$ cat src/hw/rtl/lts_pkg.sv
package lts_pkg;

  // Token kinds
  localparam logic [5:0] KIND_DOT    = 6'd5;
  localparam logic [5:0] KIND_SLASH  = 6'd9;
  localparam logic [5:0] KIND_BANG   = 6'd11;
  localparam logic [5:0] KIND_EQUAL  = 6'd13;
  localparam logic [5:0] KIND_GREATER = 6'd15;
  localparam logic [5:0] KIND_LESS   = 6'd17;
  localparam logic [5:0] KIND_IDENT  = 6'd19;
  localparam logic [5:0] KIND_STRING = 6'd20;
  localparam logic [5:0] KIND_NUMBER = 6'd21;
  localparam logic [5:0] KIND_KW_BASE = 6'd22;
  localparam logic [5:0] KIND_ERROR  = 6'd38;
  localparam logic [5:0] KIND_EOF    = 6'd39;
  localparam logic [5:0] KIND_NONE   = 6'd63;

  // Error codes
  localparam logic [1:0] ERR_NONE     = 2'd0;
  localparam logic [1:0] ERR_UNTERM   = 2'd1;
  localparam logic [1:0] ERR_UNEXPECT = 2'd2;

  localparam int unsigned NUM_KEYWORDS = 16;
  localparam int unsigned MAX_RESULTS  = 3;

  typedef enum logic [3:0] {
    MODE_IDLE     = 4'd0,
    MODE_SLASH    = 4'd1,
    MODE_COMMENT  = 4'd2,
    MODE_OP2      = 4'd3,
    MODE_IDENT    = 4'd4,
    MODE_NUMBER   = 4'd5,
    MODE_NUMDOT   = 4'd6,
    MODE_FRACTION = 4'd7,
    MODE_STRING   = 4'd8
  } scan_mode_e;

  typedef struct packed {
    logic [7:0] source_byte;
    logic       end_of_source;
  } in_t;

  typedef struct packed {
    logic [5:0]  token_kind;
    logic [31:0] token_offset;
    logic [31:0] token_length;
    logic [31:0] line_number;
    logic [31:0] column_number;
    logic [1:0]  error_code;
    logic [7:0]  bad_byte;
    logic        last_of_run;
  } out_t;

  // Results of one source byte
  typedef struct packed {
    logic [1:0]      count;
    out_t [2:0]      item;
  } res_set_t;

  // Keyword text, right-justified string constants
  function automatic logic [47:0] kw_text(input logic [3:0] k);
    case (k)
      4'd0:    kw_text = "and";
      4'd1:    kw_text = "class";
      4'd2:    kw_text = "else";
      4'd3:    kw_text = "false";
      4'd4:    kw_text = "for";
      4'd5:    kw_text = "fun";
      4'd6:    kw_text = "if";
      4'd7:    kw_text = "nil";
      4'd8:    kw_text = "or";
      4'd9:    kw_text = "print";
      4'd10:   kw_text = "return";
      4'd11:   kw_text = "super";
      4'd12:   kw_text = "this";
      4'd13:   kw_text = "true";
      4'd14:   kw_text = "var";
      default: kw_text = "while";
    endcase
  endfunction

  function automatic logic [2:0] kw_len(input logic [3:0] k);
    case (k)
      4'd0, 4'd4, 4'd5, 4'd7, 4'd14:        kw_len = 3'd3;
      4'd1, 4'd3, 4'd9, 4'd11, 4'd15:       kw_len = 3'd5;
      4'd2, 4'd12, 4'd13:                   kw_len = 3'd4;
      4'd6, 4'd8:                           kw_len = 3'd2;
      default:                              kw_len = 3'd6;
    endcase
  endfunction

  function automatic logic dec_digit(input logic [7:0] c);
    return (c >= "0") && (c <= "9");
  endfunction

  function automatic logic ident_letter(input logic [7:0] c);
    return ((c >= "a") && (c <= "z")) || ((c >= "A") && (c <= "Z")) || (c == "_");
  endfunction

endpackage

$ cat src/hw/rtl/lts_scan_core.sv
module lts_scan_core import lts_pkg::*; #(
  parameter int unsigned COUNTER_BITS    = 32,
  parameter int unsigned KEYWORD_MAX_LEN = 6
) (
  input  logic     clk_i,
  input  logic     rst_ni,
  input  logic     step_i,
  input  in_t      in_i,
  output res_set_t res_o
);

  localparam int unsigned W  = COUNTER_BITS;
  localparam int unsigned IW = $clog2(KEYWORD_MAX_LEN);
  localparam logic [W-1:0] CMAX = {W{1'b1}};

  scan_mode_e   mode_q, mode_d;
  logic [7:0]   prefix_q [KEYWORD_MAX_LEN];
  logic [W-1:0] start_q, start_d;
  logic [W-1:0] pos_q, pos_d;
  logic [W-1:0] line_q, line_d;
  logic [W-1:0] col_q, col_d;
  logic [7:0]   held_q, held_d;

  logic          pfx_we;
  logic [IW-1:0] pfx_idx;
  logic [7:0]    pfx_byte;

  logic [7:0]   b;
  logic [W-1:0] pos, dotpos, len_v, idx_v;
  logic [5:0]   word_k;
  logic         do_idle;
  logic [1:0]   n;
  out_t [2:0]   item;

  function automatic logic [W-1:0] sat_inc(input logic [W-1:0] v);
    return (v == CMAX) ? v : v + 1'b1;
  endfunction

  function automatic logic [W-1:0] span(input logic [W-1:0] from, input logic [W-1:0] to);
    return (to > from) ? to - from : '0;
  endfunction

  function automatic logic [31:0] low32(input logic [W-1:0] v);
    logic [W+31:0] ext;
    ext = {32'd0, v};
    return ext[31:0];
  endfunction

  function automatic logic [5:0] op_kind(input logic [7:0] c, input logic two);
    logic [5:0] base;
    base = (c == "!") ? KIND_BANG : (c == "=") ? KIND_EQUAL :
           (c == ">") ? KIND_GREATER : KIND_LESS;
    return base + {5'd0, two};
  endfunction

  function automatic logic [5:0] punct_kind(input logic [7:0] c);
    case (c)
      "(":     punct_kind = 6'd0;
      ")":     punct_kind = 6'd1;
      "{":     punct_kind = 6'd2;
      "}":     punct_kind = 6'd3;
      ",":     punct_kind = 6'd4;
      ".":     punct_kind = KIND_DOT;
      "-":     punct_kind = 6'd6;
      "+":     punct_kind = 6'd7;
      ";":     punct_kind = 6'd8;
      "*":     punct_kind = 6'd10;
      default: punct_kind = KIND_NONE;
    endcase
  endfunction

  // Keyword lookup over the stored identifier prefix
  always_comb begin
    logic [W-1:0] wlen;
    logic         hit;
    logic [47:0]  txt;
    logic [2:0]   kl;
    wlen   = span(start_q, pos_q);
    word_k = KIND_IDENT;
    for (int k = NUM_KEYWORDS - 1; k >= 0; k--) begin
      txt = kw_text(4'(k));
      kl  = kw_len(4'(k));
      hit = (wlen == W'(kl));
      for (int i = 0; i < KEYWORD_MAX_LEN; i++) begin
        if ((i < 6) && (3'(i) < kl) && (prefix_q[i] != txt[8*(int'(kl)-1-i) +: 8])) begin
          hit = 1'b0;
        end
      end
      if (hit) begin
        word_k = KIND_KW_BASE + 6'(k);
      end
    end
  end

  // One byte of scanning
  always_comb begin
    b        = in_i.source_byte;
    pos      = pos_q;
    dotpos   = (pos_q != '0) ? pos_q - 1'b1 : '0;
    len_v    = span(start_q, pos_q);
    idx_v    = len_v;
    mode_d   = mode_q;
    start_d  = start_q;
    pos_d    = pos_q;
    line_d   = line_q;
    col_d    = col_q;
    held_d   = held_q;
    pfx_we   = 1'b0;
    pfx_idx  = '0;
    pfx_byte = b;
    do_idle  = 1'b0;
    n        = 2'd0;
    item     = '0;

    if (in_i.end_of_source) begin
      case (mode_q)
        MODE_SLASH: begin
          item[n] = '{KIND_SLASH, low32(start_q), 32'd1, low32(line_d), low32(col_d),
                      ERR_NONE, 8'd0, 1'b0};
          n = n + 2'd1;
        end
        MODE_OP2: begin
          item[n] = '{op_kind(held_q, 1'b0), low32(start_q), 32'd1, low32(line_d),
                      low32(col_d), ERR_NONE, 8'd0, 1'b0};
          n = n + 2'd1;
        end
        MODE_IDENT: begin
          item[n] = '{word_k, low32(start_q), low32(len_v), low32(line_d), low32(col_d),
                      ERR_NONE, 8'd0, 1'b0};
          n = n + 2'd1;
        end
        MODE_NUMBER, MODE_FRACTION: begin
          item[n] = '{KIND_NUMBER, low32(start_q), low32(len_v), low32(line_d),
                      low32(col_d), ERR_NONE, 8'd0, 1'b0};
          n = n + 2'd1;
        end
        MODE_NUMDOT: begin
          item[n] = '{KIND_NUMBER, low32(start_q), low32(span(start_q, dotpos)),
                      low32(line_d), low32(col_d), ERR_NONE, 8'd0, 1'b0};
          n = n + 2'd1;
          col_d = sat_inc(col_d);
          item[n] = '{KIND_DOT, low32(dotpos), 32'd1, low32(line_d), low32(col_d),
                      ERR_NONE, 8'd0, 1'b0};
          n = n + 2'd1;
        end
        MODE_STRING: begin
          item[n] = '{KIND_ERROR, low32(start_q), low32(len_v), low32(line_d),
                      low32(col_d), ERR_UNTERM, 8'd0, 1'b0};
          n = n + 2'd1;
        end
        default: ;
      endcase
      item[n] = '{KIND_EOF, low32(pos), 32'd0, low32(line_d), low32(col_d),
                  ERR_NONE, 8'd0, 1'b0};
      n = n + 2'd1;
      // back to reset values for the next source
      mode_d  = MODE_IDLE;
      start_d = '0;
      pos_d   = '0;
      line_d  = W'(1);
      col_d   = W'(1);
      held_d  = '0;
    end else begin
      case (mode_q)
        MODE_SLASH: begin
          if (b == "/") begin
            col_d  = sat_inc(col_d);
            mode_d = MODE_COMMENT;
          end else begin
            item[n] = '{KIND_SLASH, low32(start_q), 32'd1, low32(line_d), low32(col_d),
                        ERR_NONE, 8'd0, 1'b0};
            n = n + 2'd1;
            do_idle = 1'b1;
          end
        end
        MODE_COMMENT: begin
          if (b == 8'h0A) begin
            line_d = sat_inc(line_d);
            col_d  = W'(1);
            mode_d = MODE_IDLE;
          end else begin
            col_d = sat_inc(col_d);
          end
        end
        MODE_OP2: begin
          if (b == "=") begin
            col_d = sat_inc(col_d);
            item[n] = '{op_kind(held_q, 1'b1), low32(start_q), 32'd2, low32(line_d),
                        low32(col_d), ERR_NONE, 8'd0, 1'b0};
            n = n + 2'd1;
            mode_d = MODE_IDLE;
          end else begin
            item[n] = '{op_kind(held_q, 1'b0), low32(start_q), 32'd1, low32(line_d),
                        low32(col_d), ERR_NONE, 8'd0, 1'b0};
            n = n + 2'd1;
            do_idle = 1'b1;
          end
        end
        MODE_IDENT: begin
          if (ident_letter(b) || dec_digit(b)) begin
            if (idx_v < W'(KEYWORD_MAX_LEN)) begin
              pfx_we  = 1'b1;
              pfx_idx = idx_v[IW-1:0];
            end
            col_d = sat_inc(col_d);
          end else begin
            item[n] = '{word_k, low32(start_q), low32(len_v), low32(line_d), low32(col_d),
                        ERR_NONE, 8'd0, 1'b0};
            n = n + 2'd1;
            do_idle = 1'b1;
          end
        end
        MODE_NUMBER: begin
          if (dec_digit(b)) begin
            col_d = sat_inc(col_d);
          end else if (b == ".") begin
            mode_d = MODE_NUMDOT;
          end else begin
            item[n] = '{KIND_NUMBER, low32(start_q), low32(len_v), low32(line_d),
                        low32(col_d), ERR_NONE, 8'd0, 1'b0};
            n = n + 2'd1;
            do_idle = 1'b1;
          end
        end
        MODE_NUMDOT: begin
          if (dec_digit(b)) begin
            col_d  = sat_inc(sat_inc(col_d));
            mode_d = MODE_FRACTION;
          end else begin
            item[n] = '{KIND_NUMBER, low32(start_q), low32(span(start_q, dotpos)),
                        low32(line_d), low32(col_d), ERR_NONE, 8'd0, 1'b0};
            n = n + 2'd1;
            col_d = sat_inc(col_d);
            item[n] = '{KIND_DOT, low32(dotpos), 32'd1, low32(line_d), low32(col_d),
                        ERR_NONE, 8'd0, 1'b0};
            n = n + 2'd1;
            do_idle = 1'b1;
          end
        end
        MODE_FRACTION: begin
          if (dec_digit(b)) begin
            col_d = sat_inc(col_d);
          end else begin
            item[n] = '{KIND_NUMBER, low32(start_q), low32(len_v), low32(line_d),
                        low32(col_d), ERR_NONE, 8'd0, 1'b0};
            n = n + 2'd1;
            do_idle = 1'b1;
          end
        end
        MODE_STRING: begin
          if (b == 8'h0A) begin
            line_d = sat_inc(line_d);
            col_d  = W'(1);
          end else begin
            col_d = sat_inc(col_d);
          end
          if (b == "\"") begin
            item[n] = '{KIND_STRING, low32(start_q), low32(len_v), low32(line_d),
                        low32(col_d), ERR_NONE, 8'd0, 1'b0};
            n = n + 2'd1;
            mode_d = MODE_IDLE;
          end
        end
        default: begin
          do_idle = 1'b1;
        end
      endcase

      // Byte seen between tokens
      if (do_idle) begin
        start_d = pos;
        if (b == 8'h0A) begin
          line_d = sat_inc(line_d);
          col_d  = W'(1);
        end else begin
          col_d = sat_inc(col_d);
        end
        mode_d = MODE_IDLE;
        if ((b == " ") || (b == 8'h0D) || (b == 8'h0A) || (b == 8'h09)) begin
          mode_d = MODE_IDLE;
        end else if (b == "/") begin
          mode_d = MODE_SLASH;
        end else if (ident_letter(b)) begin
          pfx_we  = 1'b1;
          pfx_idx = '0;
          mode_d  = MODE_IDENT;
        end else if (dec_digit(b)) begin
          mode_d = MODE_NUMBER;
        end else if (punct_kind(b) != KIND_NONE) begin
          item[n] = '{punct_kind(b), low32(pos), 32'd1, low32(line_d), low32(col_d),
                      ERR_NONE, 8'd0, 1'b0};
          n = n + 2'd1;
        end else if ((b == "!") || (b == "=") || (b == "<") || (b == ">")) begin
          held_d = b;
          mode_d = MODE_OP2;
        end else if (b == "\"") begin
          mode_d = MODE_STRING;
        end else begin
          item[n] = '{KIND_ERROR, low32(pos), 32'd1, low32(line_d), low32(col_d),
                      ERR_UNEXPECT, b, 1'b0};
          n = n + 2'd1;
        end
      end
      pos_d = sat_inc(pos);
    end

    if (n != 2'd0) begin
      item[n - 2'd1].last_of_run = 1'b1;
    end
    res_o.count = n;
    res_o.item  = item;
  end

  // Scanner state
  always_ff @(posedge clk_i or negedge rst_ni) begin
    if (!rst_ni) begin
      mode_q  <= MODE_IDLE;
      start_q <= '0;
      pos_q   <= '0;
      line_q  <= W'(1);
      col_q   <= W'(1);
      held_q  <= '0;
    end else if (step_i) begin
      mode_q  <= mode_d;
      start_q <= start_d;
      pos_q   <= pos_d;
      line_q  <= line_d;
      col_q   <= col_d;
      held_q  <= held_d;
    end
  end

  // Identifier prefix, no reset
  always_ff @(posedge clk_i) begin
    if (step_i && pfx_we) begin
      prefix_q[pfx_idx] <= pfx_byte;
    end
  end

endmodule

$ cat src/hw/rtl/lts_result_fifo.sv
module lts_result_fifo import lts_pkg::*; (
  input  logic     clk_i,
  input  logic     rst_ni,
  input  logic     push_i,
  input  res_set_t push_data_i,
  output logic     room_o,
  output logic     out_valid_o,
  input  logic     out_ready_i,
  output out_t     out_data_o
);

  localparam int unsigned DEPTH = 4;

  out_t       mem_q [DEPTH];
  logic [1:0] wr_q, wr_d;
  logic [1:0] rd_q, rd_d;
  logic [2:0] cnt_q, cnt_d;
  logic       pop;
  logic [1:0] push_n;

  // Room for a full set of results
  assign room_o      = (cnt_q <= 3'(DEPTH - MAX_RESULTS));
  assign out_valid_o = (cnt_q != 3'd0);
  assign out_data_o  = mem_q[rd_q];
  assign pop         = out_valid_o && out_ready_i;
  assign push_n      = push_i ? push_data_i.count : 2'd0;

  always_comb begin
    wr_d  = wr_q + push_n;
    rd_d  = rd_q + {1'b0, pop};
    cnt_d = cnt_q + {1'b0, push_n} - {2'b0, pop};
  end

  always_ff @(posedge clk_i or negedge rst_ni) begin
    if (!rst_ni) begin
      wr_q  <= '0;
      rd_q  <= '0;
      cnt_q <= '0;
    end else begin
      wr_q  <= wr_d;
      rd_q  <= rd_d;
      cnt_q <= cnt_d;
    end
  end

  // Up to three entries written per transfer
  always_ff @(posedge clk_i) begin
    for (int k = 0; k < MAX_RESULTS; k++) begin
      if (2'(k) < push_n) begin
        mem_q[wr_q + 2'(k)] <= push_data_i.item[k];
      end
    end
  end

endmodule

$ cat src/hw/rtl/lox_token_scanner.sv
// Lox token scanner: one source byte per transfer, up to three tokens out.
// Path: a byte waits in the input register; its tokens leave from the result FIFO.
// Throughput: one byte per cycle while each byte yields at most one token and the output is ready;
// a byte yielding two or three tokens holds the input back until the result FIFO has room again.
// Reset: asynchronous, active low; line and column return to 1, all else idle.
module lox_token_scanner import lts_pkg::*; #(
  parameter int unsigned COUNTER_BITS    = 32,
  parameter int unsigned KEYWORD_MAX_LEN = 6
) (
  input  logic clk_i,
  input  logic rst_ni,
  input  logic in_valid_i,
  output logic in_ready_o,
  input  in_t  in_data_i,
  output logic out_valid_o,
  input  logic out_ready_i,
  output out_t out_data_o
);

  logic     in_vld_q;
  in_t      in_q;
  logic     room;
  logic     step;
  res_set_t res;

  // Input register advances when the result queue has room
  assign step       = in_vld_q && room;
  assign in_ready_o = !in_vld_q || step;

  always_ff @(posedge clk_i or negedge rst_ni) begin
    if (!rst_ni) begin
      in_vld_q <= 1'b0;
    end else if (in_ready_o) begin
      in_vld_q <= in_valid_i;
    end
  end

  always_ff @(posedge clk_i) begin
    if (in_ready_o && in_valid_i) begin
      in_q <= in_data_i;
    end
  end

  lts_scan_core #(
    .COUNTER_BITS   (COUNTER_BITS),
    .KEYWORD_MAX_LEN(KEYWORD_MAX_LEN)
  ) u_core (
    .clk_i (clk_i),
    .rst_ni(rst_ni),
    .step_i(step),
    .in_i  (in_q),
    .res_o (res)
  );

  lts_result_fifo u_fifo (
    .clk_i      (clk_i),
    .rst_ni     (rst_ni),
    .push_i     (step),
    .push_data_i(res),
    .room_o     (room),
    .out_valid_o(out_valid_o),
    .out_ready_i(out_ready_i),
    .out_data_o (out_data_o)
  );

endmodule
$ cat config.mk
export PLATFORM = sky130hd
export DESIGN_NAME = lox_token_scanner
export DESIGN_NICKNAME = d
export VERILOG_FILES = /design/src/hw/rtl/lts_pkg.sv /design/src/hw/rtl/lts_scan_core.sv /design/src/hw/rtl/lts_result_fifo.sv /design/src/hw/rtl/lox_token_scanner.sv
export SDC_FILE = /design/constraint.sdc
export NUM_CORES = 2
export LEC_CHECK = 0
export CAP_MARGIN = 20
export CELL_PAD_IN_SITES_DETAIL_PLACEMENT = 1
export CELL_PAD_IN_SITES_GLOBAL_PLACEMENT = 2
export CORE_MARGIN = 4
export CORE_UTILIZATION = 47
export DETAILED_ROUTE_END_ITERATION = 16
export DONT_BUFFER_PORTS = 1
export PLACE_DENSITY_LB_ADDON = 0.1
export SYNTH_ARGS = -nofsm -noshare
export SYNTH_HDL_FRONTEND = slang
export SYNTH_HIERARCHICAL = 1
export SYNTH_SLANG_ARGS = --single-unit
$ cat constraint.sdc
create_clock -name clk_i -period 42.4 [get_ports clk_i]
set_clock_uncertainty 0.1 [all_clocks]
set_input_delay 0 -clock clk_i [delete_from_list [all_inputs] [get_ports clk_i]]
set_output_delay 0 -clock clk_i [all_outputs]
set_load 0.05 [all_outputs]
==> flow_metrics.env <==
export IMPL_fin_cells=7851
export IMPL_root_buffer="clkbuf_16"
export IMPL_relSlewSlack_pct=18.9
export IMPL_layout_setup_ws_ps=33160
export IMPL_synthArstFlopShare_pct=18.9
export IMPL_ir_worst_vdd_v=0.0000491
export IMPL_syn_inst=6211
export IMPL_grt_usage_pct=36.7
export IMPL_antenna_found_initial=6
export IMPL_ff2ff_setup_slack_ps=33160
export IMPL_outcome="completed"
export IMPL_grt_overflow=0
export IMPL_yosysWarningCount=6
export IMPL_final_nets=6087
export IMPL_r2r_end="u_fifo/mem_q[0][129]"
export IMPL_r2r_start="in_q[5]"
export IMPL_dp_hpwl_um=183000
export IMPL_vias=54325
export IMPL_row_count=135
export IMPL_max_freq_ghz=0.108
export IMPL_drv_cap=0
export IMPL_holdWs_ps=42.2
export IMPL_htreeDepth=3
export IMPL_drt_pre_antenna_iters=5
export IMPL_cts_sinks=785
export IMPL_cp_required_ps=42610
export IMPL_initial_utilization_pct=47.4
export IMPL_grt_pass1_vias=55876
export IMPL_worstMarginPinSlew_ps=1200
export IMPL_synth_area_leaders="edfxtp_1 (30%), mux2_2 (20%), dfrtp_1 (5.7%)"
export IMPL_drc_errors=0
export IMPL_crit_path_end_kind="flop"
export IMPL_drt_wl_total_um=269000
export IMPL_syn_area_mm2=0.0643
export IMPL_clockBufferDepth=3
export IMPL_synth_ff_type="edfxtp_1"
export IMPL_drtIter0Drc=5091
export IMPL_critPathKind="flop to flop"
export IMPL_die_w_um=378
export IMPL_port_buffers=0
export IMPL_grt_max_degree=146
export IMPL_hp_start="out_ready_i"
export IMPL_io_pins=160
export IMPL_grt_pass1_wl_um=390000
export IMPL_wire_per_inst_um=34.3
export IMPL_hold_viol_final=0
export IMPL_min_path_type="input pin to flop"
export IMPL_synth_seq_cells=785
export IMPL_fin_crit_sh_pct=21.8
export IMPL_yosysTopAreaCellShare_pct=29.8
export IMPL_cp_arrival_ps=9450
export IMPL_cts_resized=0
export IMPL_post_cts_repair_setup_buffers=0
export IMPL_yosysSeqAreaShare_pct=35.5
export IMPL_drv_slew=0
export IMPL_ctsHoldBuffers=26
export IMPL_avgSynthCellArea_um2=10.3
export IMPL_place_inst=7637
export IMPL_ys_types=124
export IMPL_synth_edf_count=637
export IMPL_crit_start="in_q[5]"
export IMPL_drive_gt1_share_pct=28.9
export IMPL_setup_tns_ps=0
export IMPL_dieHeight_um=378
export IMPL_clk_latency_ps=730
export IMPL_gp_congestion=1.01
export IMPL_crit_fanout=55
export IMPL_p_per_area_mw_per_mm2=69.7
export IMPL_rsz0062_at_grt="no"
export IMPL_place_ws_ps=33570
export IMPL_r2r_cells=18
export IMPL_viasPerCell=6.92
export IMPL_crit_path_start_kind="flop"
export IMPL_path_clk_slew_ps=60
export IMPL_synth_top_area_cell="edfxtp_1"
export IMPL_period_minus_slack_ps=9240
export IMPL_setup_violations_final=0
export IMPL_die_area_mm2=0.143
export IMPL_cts_tree="built"
export IMPL_p_leak_nw=25.7
export IMPL_area_delta_synth_final_pct=7.20
export IMPL_design_core_area_mm2=0.136
export IMPL_numCtsBuffers=95
export IMPL_crit_path_end="u_fifo/mem_q[0][129]"
export IMPL_ant_nets=0
-- critical path, cell delays in order (launching register included) --
cell and delay [ps]:
edfxtp_1 740, nor4b_1 950, a41oi_1 220, buf_4 220
or2_2 390, nor3_1 200, buf_4 370, nand2_2 200
nand2b_1 680, nand2b_1 360, nor2_1 270, a21oi_1 750
a21oi_1 130, o21a_1 350, inv_1 330, o21ai_0 270
nor3_2 450, buf_4 900, buf_4 850
-- layout make-up --
| type | instances | area [um2] |
|---|---|---|
| diodes | 1 | 2.50 |
| clock buffers | 135 | 2700 |
| clock inverters | 44 | 601 |
| fillers | 14582 | 66700 |
| inverters | 106 | 400 |
| multi-input cells | 4811 | 38600 |
| flip-flops and latches | 785 | 22800 |
| well taps | 1781 | 2230 |
| repair buffers | 188 | 1560 |
-- logic make-up (layout without fill, tap and decap cells) --
| group | count (synthesis) | count (layout) | synth area share (%) |
|---|---|---|---|
| simple gates | 1766 | 1766 | 13.9 |
| mux | 1346 | 1346 | 26.3 |
| compound gates | 1289 | 1289 | 13.8 |
| flops | 785 | 785 | 35.5 |
| buf+inv | 680 | 473 | 5.12 |
| xor+xnor | 256 | 256 | 3.51 |
| fa+ha+maj | 88 | 88 | 1.74 |
| other cells | 1 | 67 | 0.00583 |
-- through the flow --
stage                     power (mW)  utilization, %  area (um2)
after floorplan                 2.95               -       64500
after global placement          3.83            48.1       65200
after detailed placement        3.86            48.1       65300
after CTS                       4.76            50.8       68800
after global routing            4.95            50.8       68900
final                           4.80            50.8       68900
-- flip-flops by register name (all words and copies together) (netlist names) --
register         flops
u_core/pos          32
u_core/mode_q        4
u_core/line_q       32
u_core/held_q        8
u_fifo/cnt_q         3
u_core/start_q      32
u_fifo/wr_q          2
in_q                 9
u_core/col_q        32
in_vld_q             1
u_fifo/mem_q       580
u_core/prefix_q     48
u_fifo/rd_q          2
-- Yosys cell counts, types with 26 or more instances --
cell	count
buf_2	110
nand4_1	78
a31oi_1	49
a221oi_1	44
mux4_2	145
a22o_1	83
nor2_1	386
o211ai_1	26
or3_1	45
nand3_1	152
or2_2	32
clkbuf_1	305
edfxtp_1	637
mux2_4	50
a21oi_1	241
a211oi_1	28
nor2b_1	48
a21o_1	50
buf_1	37
o22ai_1	113
xor2_1	95
a22oi_1	86
nor4_1	61
nand2_1	469
o21ai_0	237
mux2i_1	33
inv_1	104
nor3_1	139
and3_1	62
nand2b_1	50
ha_1	84
xnor2_1	159
buf_4	83
dfrtp_1	146
and2_1	123
o221ai_1	63
buf_6	38
mux2_2	1117
-- worst min-delay path by stage --
stage,endpoint,depth (start not counted)
after floorplan,in_vld_q,0
after CTS,u_fifo/rd_q[0],3
after detailed placement,u_core/start_q[23],0
after global routing,u_fifo/rd_q[0],3
final,u_fifo/rd_q[0],3
after global placement,u_core/start_q[18],0
-- placed cells by master, fill, tap and decap left out, drive strengths merged, types with 141 or more instances in the layout --
cell	instances
edfxtp	637
a21oi	241
mux4	145
dfrtp	146
xnor2	160
nand2	471
buf	160
o21ai	249
mux2	1168
nor2	388
nor3	141
nand3	154
-- layer usage --
metal / track usage [%] / wire length (um) / vias up
li1: - / - / 23235
met1: 45.8 / 106000 / 28033
met2: 61.0 / 127000 / 2332
met3: 6.81 / 19900 / 719
met4: 18.5 / 15900 / 6
met5: 0 / 41 / -
-- power breakdown --
part / internal, mW / total, mW / switching [mW] / leakage, nW
Clock: 0.509 / 0.873 / 0.364 / 1.60
Sequential: 1.04 / 1.14 / 0.0981 / 7.95
Combinational: 0.782 / 2.79 / 2.01 / 16.1
Total: 2.33 / 4.80 / 2.48 / 25.7
Power figures use the tool's default switching activity.
